File: src/hdl/assert_macros.svh
// Assertion macros shared by the RTL
`ifndef ASSERT_MACROS_SVH
`define ASSERT_MACROS_SVH
// Implication checked at every clock, off during reset
`define ASSERT_IMPLY(label, clk, rst, ante, cons, msg) \
   label: assert property (@(posedge clk) disable iff (rst) (ante) |-> (cons)) else $error(msg);
// Implication with a non-overlapping consequent (|=>)
`define ASSERT_NEXT(label, clk, rst, ante, cons, msg) \
   label: assert property (@(posedge clk) disable iff (rst) (ante) |=> (cons)) else $error(msg);
`endif

File: src/hdl/gaec_pkg.sv
// ----------------------------------------------------------------------------
// gaec_pkg: shared types and constants
// Widths, op codes, direction codes and controller/datapath command structs.
// ----------------------------------------------------------------------------
`default_nettype none
package gaec_pkg;
   localparam int MAX_LEN     = 64;
   localparam int SYMBOL_BITS = 8;
   localparam int IDX_W   = $clog2(MAX_LEN);
   localparam int CNT_W   = $clog2(MAX_LEN + 1);
   localparam int DIR_AW  = 2 * IDX_W;
   localparam int SCORE_W = 14;
   localparam int OUT_W   = 7;
   localparam int CFG_W   = 6;

   localparam logic [1:0] OP_LOAD_A = 2'd0;
   localparam logic [1:0] OP_LOAD_B = 2'd1;
   localparam logic [1:0] OP_RUN    = 2'd2;

   localparam logic [1:0] CSR_MATCH    = 2'd0;
   localparam logic [1:0] CSR_MISMATCH = 2'd1;
   localparam logic [1:0] CSR_GAP      = 2'd2;

   localparam logic [1:0] DIR_MATCH  = 2'd0;
   localparam logic [1:0] DIR_DELETE = 2'd1;
   localparam logic [1:0] DIR_INSERT = 2'd2;

   typedef struct packed {
      logic load_a;      // write symbol to first sequence
      logic load_b;
      logic init;        // start run: latch lengths, set row 0
      logic fill_issue;  // issue reads for cell (i,j)
      logic fill_cell;   // compute and write cell
      logic row_start;   // begin row i
      logic tb_start;
      logic tb_step;     // apply traceback step
      logic finish;      // add leftovers, clear sequences
   } cmd_type;

   typedef struct packed {
      logic a_full;
      logic b_full;
      logic row_done;    // j passed l2
      logic fill_done;   // i reached l1
      logic tb_done;     // i or j zero
   } status_type;
endpackage
`default_nettype wire

File: src/hdl/gaec_ctrl.sv
// ----------------------------------------------------------------------------
// gaec_ctrl: run sequencer
// Takes words, steps fill and traceback, presents the result word.
// ----------------------------------------------------------------------------
`default_nettype none
module gaec_ctrl (
   input  wire logic                 clock,
   input  wire logic                 reset,
   input  wire logic                 req_valid,
   output logic                      req_stall,
   input  wire logic [1:0]           req_op,
   output logic                      rsp_valid,
   input  wire logic                 rsp_stall,
   input  wire logic [gaec_pkg::CNT_W-1:0] l2,
   output gaec_pkg::cmd_type         cmd,
   input  wire gaec_pkg::status_type status,
   output logic                      cap
);
   import gaec_pkg::*;

   localparam logic [3:0] S_IDLE = 4'd0, S_INIT = 4'd1, S_ROW = 4'd2, S_RD = 4'd3,
                          S_CELL = 4'd4, S_TBS = 4'd5, S_TBR = 4'd6, S_TBW = 4'd7,
                          S_FIN = 4'd8, S_OUT = 4'd9, S_CHK = 4'd10;
   logic [3:0] state_ff, state_in;
   logic [gaec_pkg::CNT_W-1:0] sweep_ff, sweep_in;
   logic acc;

   assign req_stall = (state_ff != S_IDLE);
   assign acc       = req_valid && !req_stall;
   assign rsp_valid = (state_ff == S_OUT);

   always_comb begin
      cmd = '0; state_in = state_ff; sweep_in = sweep_ff; cap = 1'b0;
      unique case (state_ff)
         S_IDLE: if (acc) begin
            cmd.load_a = (req_op == OP_LOAD_A);
            cmd.load_b = (req_op == OP_LOAD_B);
            if (req_op == OP_RUN) begin
               cmd.init = 1'b1; sweep_in = '0; state_in = S_INIT;
            end
         end
         S_INIT: begin
            // sweep j = 1..l2 of row 0
            if (sweep_ff >= l2) state_in = S_CHK;
            else begin cmd.init = 1'b1; sweep_in = sweep_ff + CNT_W'(1); end
         end
         S_CHK: state_in = status.fill_done ? S_TBS : S_ROW;
         S_ROW: begin cmd.row_start = 1'b1; state_in = S_RD; end
         S_RD: begin
            if (status.row_done) state_in = S_CHK;
            else begin cmd.fill_issue = 1'b1; state_in = S_CELL; end
         end
         S_CELL: begin cmd.fill_cell = 1'b1; state_in = S_RD; end
         S_TBS: begin cmd.tb_start = 1'b1; state_in = S_TBR; end
         S_TBR: state_in = status.tb_done ? S_FIN : S_TBW;
         S_TBW: begin cmd.tb_step = 1'b1; state_in = S_TBR; end
         S_FIN: begin cmd.finish = 1'b1; cap = 1'b1; state_in = S_OUT; end
         S_OUT: if (!rsp_stall) state_in = S_IDLE;
         default: state_in = S_IDLE;
      endcase
   end

   always_ff @(posedge clock) begin
      if (reset) begin
         state_ff <= S_IDLE; sweep_ff <= '0;
      end else begin
         state_ff <= state_in; sweep_ff <= sweep_in;
      end
   end
endmodule
`default_nettype wire
File: config.mk
export PLATFORM = sky130hd
export DESIGN_NAME = gaec_ctrl
export DESIGN_NICKNAME = d
export VERILOG_FILES = /design/src/hdl/assert_macros.svh /design/src/hdl/gaec_pkg.sv /design/src/hdl/gaec_ctrl.sv
export SDC_FILE = /design/constraint.sdc
export NUM_CORES = 1
export LEC_CHECK = 0
export BUFFER_PORTS_ARGS = -buffer_cell sky130_fd_sc_hd__buf_4
export CELL_PAD_IN_SITES_DETAIL_PLACEMENT = 0
export CELL_PAD_IN_SITES_GLOBAL_PLACEMENT = 2
export CORE_MARGIN = 1
export CORE_UTILIZATION = 30
export DETAILED_ROUTE_END_ITERATION = 10
export HOLD_SLACK_MARGIN = 0.1
export PLACE_DENSITY_LB_ADDON = 0.1
export RECOVER_POWER = 100
export SYNTH_ARGS = -nofsm -noshare
export SYNTH_HDL_FRONTEND = slang
export SYNTH_SLANG_ARGS = --single-unit
File: constraint.sdc
create_clock -name clock -period 4.9 [get_ports clock]
set_input_delay 0.49 -clock clock [delete_from_list [all_inputs] [get_ports clock]]
set_output_delay 0.49 -clock clock [all_outputs]
set_load 0.01 [all_outputs]
# Word level (Yosys, flattened, before mapping)
# Index checks and enable logic that the tools add are counted.
word_totals:
  regBits: 11
  out_inout_bits: 12
  wordCells: 55
classes:
  n_addsub: 1
  n_lt_le_gt_ge: 1
  eq_ne: 17
  mux: 24
  reduce_logical: 10
ops:
  columns: ["operator", "n"]
  rows:
  - ["case mux 4 bit (9 select lines)", 1]
  - ["2-to-1 mux 4 bit", 6]
  - ["2-to-1 mux 7 bit", 3]
  - ["== test 4 x 3 -> 1 bit (second input constant)", 4]
  - ["case mux 7 bit (2 select lines)", 1]
  - ["== test 4 bit (second input constant)", 3]
  - ["inequality test 2 bit (second input constant)", 5]
  - ["2-to-1 mux 1 bit", 9]
  - ["== test 4 x 2 -> 1 bit (second input constant)", 2]
  - ["AND reduction 4 bit", 2]
  - ["adder 7 x 1 -> 7 bit (second input constant)", 1]
  - ["greater-or-equal comparator 7 bit", 1]
  - ["2-to-1 mux 3 bit", 2]
  - ["== test 4 x 1 -> 1 bit (second input constant)", 1]
  - ["zero test 4 bit", 1]
  - ["nonzero test 4 bit", 1]
  - ["OR reduction 2 bit", 2]
  - ["== test 2 x 1 -> 1 bit (second input constant)", 1]
  - ["== test 2 bit (second input constant)", 1]
  - ["zero test 2 bit", 1]
  - ["2-to-1 mux 2 bit", 1]
  - ["case mux 1 bit (2 select lines)", 1]
  - ["nonzero test 2 bit", 1]
  - ["logical AND 1 bit", 1]
  - ["zero test 1 bit", 1]

# Depth between registers and ports, before layout
# Gate-level depths: netlist (run 1).
logic_depth:
  depth_word: 5
  depth_mapped: 7
  ltp_nobuf: 7

# Least setup slack after synthesis (run 1)
# No wires, ideal clock.
synth_path:
  kind: "input -> output"
  start: "input port l2[0] (netlist bit)"
  end: "output port cmd[6] (netlist bit)"
  arrival_ns: 1.892
  t_required_ns: 4.410
  setup_slack_ns: 2.518
  path_stages: 5
  path_cell_list: "ha_1 > nand2b_1 > a2111o_1 > and3_1 > o21ai_1"
synth_lines:
  columns: ["element", "line", "text"]
  rows:
  - ["start: declaration", "gaec_ctrl.sv:14", "input wire logic [gaec_pkg::CNT_W-1:0] l2,"]
  - ["end: declaration", "gaec_ctrl.sv:15", "output gaec_pkg::cmd_type cmd,"]

==> flow_summary.yaml, run 1 <==
place:
  dp_hpwl_um: 1780
  dpl-instance-area_mm2: 0.00117
  place.gp.congestion: 0.820
  portBuffers: 27
synth:
  yosys.area.top_type: "dfxtp_1"
  syn_area_per_cell_um2: 8.15
  synth_top_flop_cell: "dfxtp_1"
  synth.distinct_cells: 42
  yosysMostFrequentCell: "inv_1"
  syn_inst: 116
  yosys_register_bits: 11
  synth_common_cells: "13 x inv_1, 11 x dfxtp_1, 8 x ha_1, 8 x nand2_1, 8 x nor2_1"
  yosys-top-cells-area: "dfxtp_1 23%, ha_1 11%, inv_1 5.2%"
  ys_seq_area_share_pct: 23.3
  ys_warn_count: 0
  synth_edf_count: 0
  synth_nets: 142
  syn_area_um2: 946
  postSynth.asyncResetShare_pct: 0
  netlist.area_leader.share_pct: 23.3
die:
  rows: 20
  die_height_um: 58.2
  die_w_um: 58.2
  initial_core_util_pct: 31.2
  ios: 30
  design.die.area_mm2: 0.00338
  coreArea_mm2: 0.00303
hold_path:
  hp-class: "in -> reg"
  worstHoldStart: "reset"
  holdPathStages: 2
  whs_endpoint: "sweep_ff[0]"
setup_path:
  start_kind: "flip-flop"
  critPathTopFamily: "compound AO/OA/AOI/OAI gates"
  endpoint_kind: "output pin"
  reg2reg_to: "sweep_ff[3]"
  r2r_start: "sweep_ff[0]"
  reg2reg_depth: 7
  crit_buf_inv: 2
  crit_required_ps: 4410
  critPathKind: "reg -> out"
  cp_max_fo: 6
  cp_slowest_cell: "o21ai_0"
  cp_cell_sequence: "inv_1 -> ha_1 -> nand2b_1 -> a2111o_1 -> and3_1 -> o21ai_0 -> buf_4"
  slowest_delay_ps: 620
  critical_path_arrival_ps: 2660
  rrSetupSlack_ps: 2330
clock_tree:
  post-cts-setup-buffers: 0
  cts_buffer_depth: 2
  numCtsBuffers: 3
  cts_tree: "done"
  cts_root_buf: "clkbuf_4"
  cts.htree.levels: 1
  cts_resized: 0
  path_clk_slew_ps: 70
  ctsHoldBuffers: 0
  clk_latency_ps: 260
  cts.sinks: 11
detailed_routing:
  wl_per_cell_um: 12.1
  drc: 2
  finalWirelength_um: 2240
  vias: 945
  viasPerCell: 5.11
  ant_nets: 0
  firstDrtPassIters: 7
  drt_iter0_drc: 35
final_layout:
  insertedDiodeCount: 0
  drive_gt1_share_pct: 15.6
  layout.nets: 168
  area_growth_pct: 20.0
  final_area_mm2: 0.00113
sta:
  drv_slew: 0
  tightestPinTransition_ps: 890
  hold-worst-slack_ps: 452
  max_freq_mhz: 318
  period_needed_ps: 3150
  rsz0062_at_grt: "false"
  setup_viol: 0
  fin_skew_ps: 4.33
  relSlewSlack_pct: 40.4
  post-route-period-util_pct: 64.2
  finalSetupTns_ps: 0
  hold_viol_final: 0
global_route:
  grt_usage_pct: 14.6
  grt-ovfl-total: 0
  grt_antenna_before_repair: 0
  grt_pass1_vias: 865
  grt_max_degree: 13
  grt_pass1_wl_um: 3840
pwr:
  peakVddDrop_mv: 0.0533
  pwr_density_cell_mw_per_mm2: 183
  leakage_nw: 0.465
outcome:
  status: "finished, violations left"
  violations: "design-rule violations"
run:
  cap_viol_max_count: 0
metal layers:
metal	vias to the layer above	part of all wire, %	GRT usage [%]
met2	20	52	25.6
li1	483	-	-
met5	-	0	0
met1	442	44	18.0
met3	0	3.1	1.56
met4	0	0	6.46
power breakdown:
group | switching, mW | total, mW | internal (mW)
registers | 0.00476 | 0.0959 | 0.0912
clock network | 0.0301 | 0.0615 | 0.0314
logic | 0.0263 | 0.0508 | 0.0245
worst max path at each step:
stage          endpoint  cells after the start        start
2_1_floorplan    cmd[6]                      5        l2[0]
3_3_place_gp     cmd[6]                      7        l2[0]
3_5_place_dp     cmd[6]                      7        l2[0]
4_1_cts          cmd[6]                      7  sweep_ff[0]
5_1_grt          cmd[6]                      7  sweep_ff[0]
6_report         cmd[6]                      7  sweep_ff[0]
through the flow:
| stage | power (mW) | utilization, % | setup slack [ps] | instances |
|---|---|---|---|---|
| after global routing | 0.224 | 37.5 | 1550 | 185 |
| final | 0.208 | 37.5 | 1750 | 185 |
| after floorplan | 0.130 | - | 2520 | 116 |
| after CTS | 0.216 | 39.4 | 1900 | 185 |
| after detailed placement | 0.153 | 38.6 | 2110 | 181 |
| after global placement | 0.153 | 38.6 | 2130 | 181 |
flip-flops by register name (all words and copies together) (netlist names):
register / flops
state_ff: 4
sweep_ff: 7
area by class of cell:
cell class,instances,area [µm²]
repair buffers,27,165
well taps,44,55.1
clock buffers,4,26.3
flip-flops and latches,11,220
fillers,342,1890
multi-input cells,86,619
inverters,13,48.8
placed cells by master, fill, tap and decap left out, types with 3 or more instances in the layout:
master,instances
nand2_1,8
ha_1,8
a311oi_1,5
and3_1,3
o21ai_0,5
nor3_1,4
or2b_1,3
a21oi_1,7
nor2_1,8
a31oi_1,4
dfxtp_1,11
nand2b_1,4
clkbuf_4,3
clkbuf_1,11
buf_4,17
inv_1,13
logic make-up after synthesis:
family / after synthesis / synth area share [%]
compound gates: 36 / 30.0
fa+ha+maj: 8 / 10.6
buf+inv: 19 / 8.99
flops: 11 / 23.3
simple gates: 42 / 27.1
Power figures use the tool's default switching activity.
==> run 2, diff against run 1 <==
--- a/config.mk
+++ b/config.mk
@@ -5,11 +5,12 @@
 export SDC_FILE = /design/constraint.sdc
 export NUM_CORES = 1
 export LEC_CHECK = 0
+export ABC_AREA = 1
 export BUFFER_PORTS_ARGS = -buffer_cell sky130_fd_sc_hd__buf_4
 export CELL_PAD_IN_SITES_DETAIL_PLACEMENT = 0
 export CELL_PAD_IN_SITES_GLOBAL_PLACEMENT = 2
 export CORE_MARGIN = 1
-export CORE_UTILIZATION = 30
+export CORE_UTILIZATION = 25
 export DETAILED_ROUTE_END_ITERATION = 10
 export HOLD_SLACK_MARGIN = 0.1
 export PLACE_DENSITY_LB_ADDON = 0.1
==> constraint.sdc (replaced) <==
create_clock -name clock -period 3.3 [get_ports clock]
set_input_delay 0.33 -clock clock [delete_from_list [all_inputs] [get_ports clock]]
set_output_delay 0.33 -clock clock [all_outputs]
set_load 0.01 [all_outputs]
==> flow_summary.yaml, run 2 <==
outcome:
  status: "complete, no violations"
synth:
  synth_edf_count: 0
  syn_area_per_cell_um2: 6.06
  synth_common_cells: "44 x nand2_1, 31 x nor2_1, 24 x inv_1, 17 x nand3_1, 11 x dfxtp_1"
  yosys.area.top_type: "dfxtp_1"
  yosys_register_bits: 11
  yosys.area_share.adder_pct: 9.95
  synth-compound-area-share_pct: 4.10
  yosys.area_share.simple_pct: 53.2
  yosysMostFrequentCell: "nand2_1"
  postSynth.asyncResetShare_pct: 0
  ys_seq_area_share_pct: 21.9
  netlist.area_leader.share_pct: 21.9
  synth-xor-area-share_pct: 0
  synth.distinct_cells: 23
  syn_area_mm2: 0.00101
  synth_nets: 192
  synth_mux_area_share_pct: 0
  yosys-top-cells-area: "dfxtp_1 22%, nand2_1 16%, nor2_1 12%"
  ys_warn_count: 0
  synth_top_flop_cell: "dfxtp_1"
  synth_top_family_by_area: "simple AND/OR/NAND/NOR gates"
  syn_inst: 166
final_layout:
  final-seq-area_um2: 220
  layout_commonest_cell: "nand2_1"
  insertedDiodeCount: 0
  largest_reg_flops: 7
  largestRegisters: "sweep_ff (7), state_ff (4)"
  top_register: "sweep_ff"
  layout.nets: 223
  area_growth_pct: 24.0
  multi_input_area_um2: 647
  nFillCells: 424
  final_cell_mix: "45 x nand2_1, 33 x nor2_1, 25 x inv_1, 19 x buf_4, 18 x nand3_1"
  drive_gt1_share_pct: 14.8
die:
  die_w_um: 65.4
  rows: 22
  initial_core_util_pct: 26.7
  die_height_um: 65.4
  coreArea_mm2: 0.00377
  ios: 30
  design.die.area_mm2: 0.00428
global_route:
  grt_pass1_wl_um: 4110
  grt_max_degree: 11
  grt-ovfl-total: 0
  grt_antenna_before_repair: 0
  grt_usage_pct: 12.6
  grt_pass1_vias: 913
clock_tree:
  cts.htree.levels: 1
  clk_latency_ps: 240
  ctsHoldBuffers: 0
  cts_root_buf: "clkbuf_8"
  path_clk_slew_ps: 50
  numCtsBuffers: 3
  cts_resized: 0
  post-cts-setup-buffers: 0
  cts.sinks: 11
  cts_tree: "done"
  cts_buffer_depth: 2
pwr:
  peakVddDrop_mv: 0.274
  leakage_nw: 0.643
  pwr_density_cell_mw_per_mm2: 683
sta:
  rsz0062_at_grt: "false"
  period_needed_ps: 2400
  tightestPinTransition_ps: 361
  hold-worst-slack_ps: 288
  setup_ws_ps: 897
  drv_slew: 0
  finalSetupTns_ps: 0
  setup_viol: 0
  hold_viol_final: 0
  max_freq_mhz: 416
  fin_skew_ps: 5.65
  post-route-period-util_pct: 72.8
  relSlewSlack_pct: 75.9
setup_path:
  critPathKind: "reg -> out"
  endpoint_kind: "output pin"
  crit_required_ps: 2970
  rrSetupSlack_ps: 1270
  critical_path_arrival_ps: 2070
  start_kind: "flip-flop"
  cp_max_fo: 10
detailed_routing:
  finalWirelength_um: 2400
  vias: 1043
  drc: 0
  viasPerCell: 4.27
  wl_per_cell_um: 9.85
  firstDrtPassIters: 4
  drt_iter0_drc: 54
  ant_nets: 0
run:
  cap_viol_max_count: 0
place:
  dp_hpwl_um: 2040
  portBuffers: 27
  place.gp.congestion: 0.772
  post-place-ws_ps: 1430
hold_path:
  hp-class: "in -> reg"
[run 2: power breakdown]
group          internal, mW  switching, mW  total (mW)
combinational         0.181          0.302       0.483
sequential            0.176         0.0583       0.234
clock                0.0831         0.0524       0.136
[run 2: cells by family after synthesis]
| family | count (synthesis) |
|---|---|
| AND/OR/NAND/NOR | 111 |
| buffers and inverters | 28 |
| flip-flops | 11 |
| AO/OA/AOI/OAI | 8 |
| adder cells (fa/ha/maj) | 8 |
[run 2: per-layer routing]
metal / track usage (%) / share of wire, % / vias up
met5: 0 / 0 / -
met3: 3.30 / 6.4 / 4
met1: 18.5 / 54 / 428
li1: - / - / 584
met4: 4.08 / 0.96 / 0
met2: 17.4 / 39 / 27
[run 2: stage by stage]
stage | instances | util [%] | total power [mW] | instance area [µm²]
final | 244 | 33.1 | 0.852 | 1250
after global routing | 244 | 33.1 | 0.942 | 1250
after CTS | 244 | 34.7 | 0.904 | 1310
after detailed placement | 240 | 33.4 | 0.765 | 1260
after global placement | 240 | 33.4 | 0.758 | 1260
after floorplan | 166 | - | 0.611 | 1010
[run 2: final cells by class]
cell class / count / share of cell area (%)
clock buffer: 3 / 3.31
clock inverter: 1 / 0.401
inverter: 27 / 8.12
multi-input combinational: 127 / 51.9
sequential: 11 / 17.7
tap: 48 / 4.81
timing repair buffer: 27 / 13.8
[run 2: critical path, cell delays in order, from the launching register on]
cell and delay [ps]:
dfxtp_1 410, ha_1 290, a21oi_1 140, nand2_1 80
nand2_1 60, nand3_1 260, nand2_1 390, clkbuf_1 190
[run 2: final timing paths]
kind	cells past startpoint	end	start
worst max-delay path	7	cmd[6]	sweep_ff[2]
worst min-delay path	2	sweep_ff[3]	reset
worst max register to register	9	sweep_ff[1]	sweep_ff[2]
worst min register to register	2	sweep_ff[3]	sweep_ff[3]
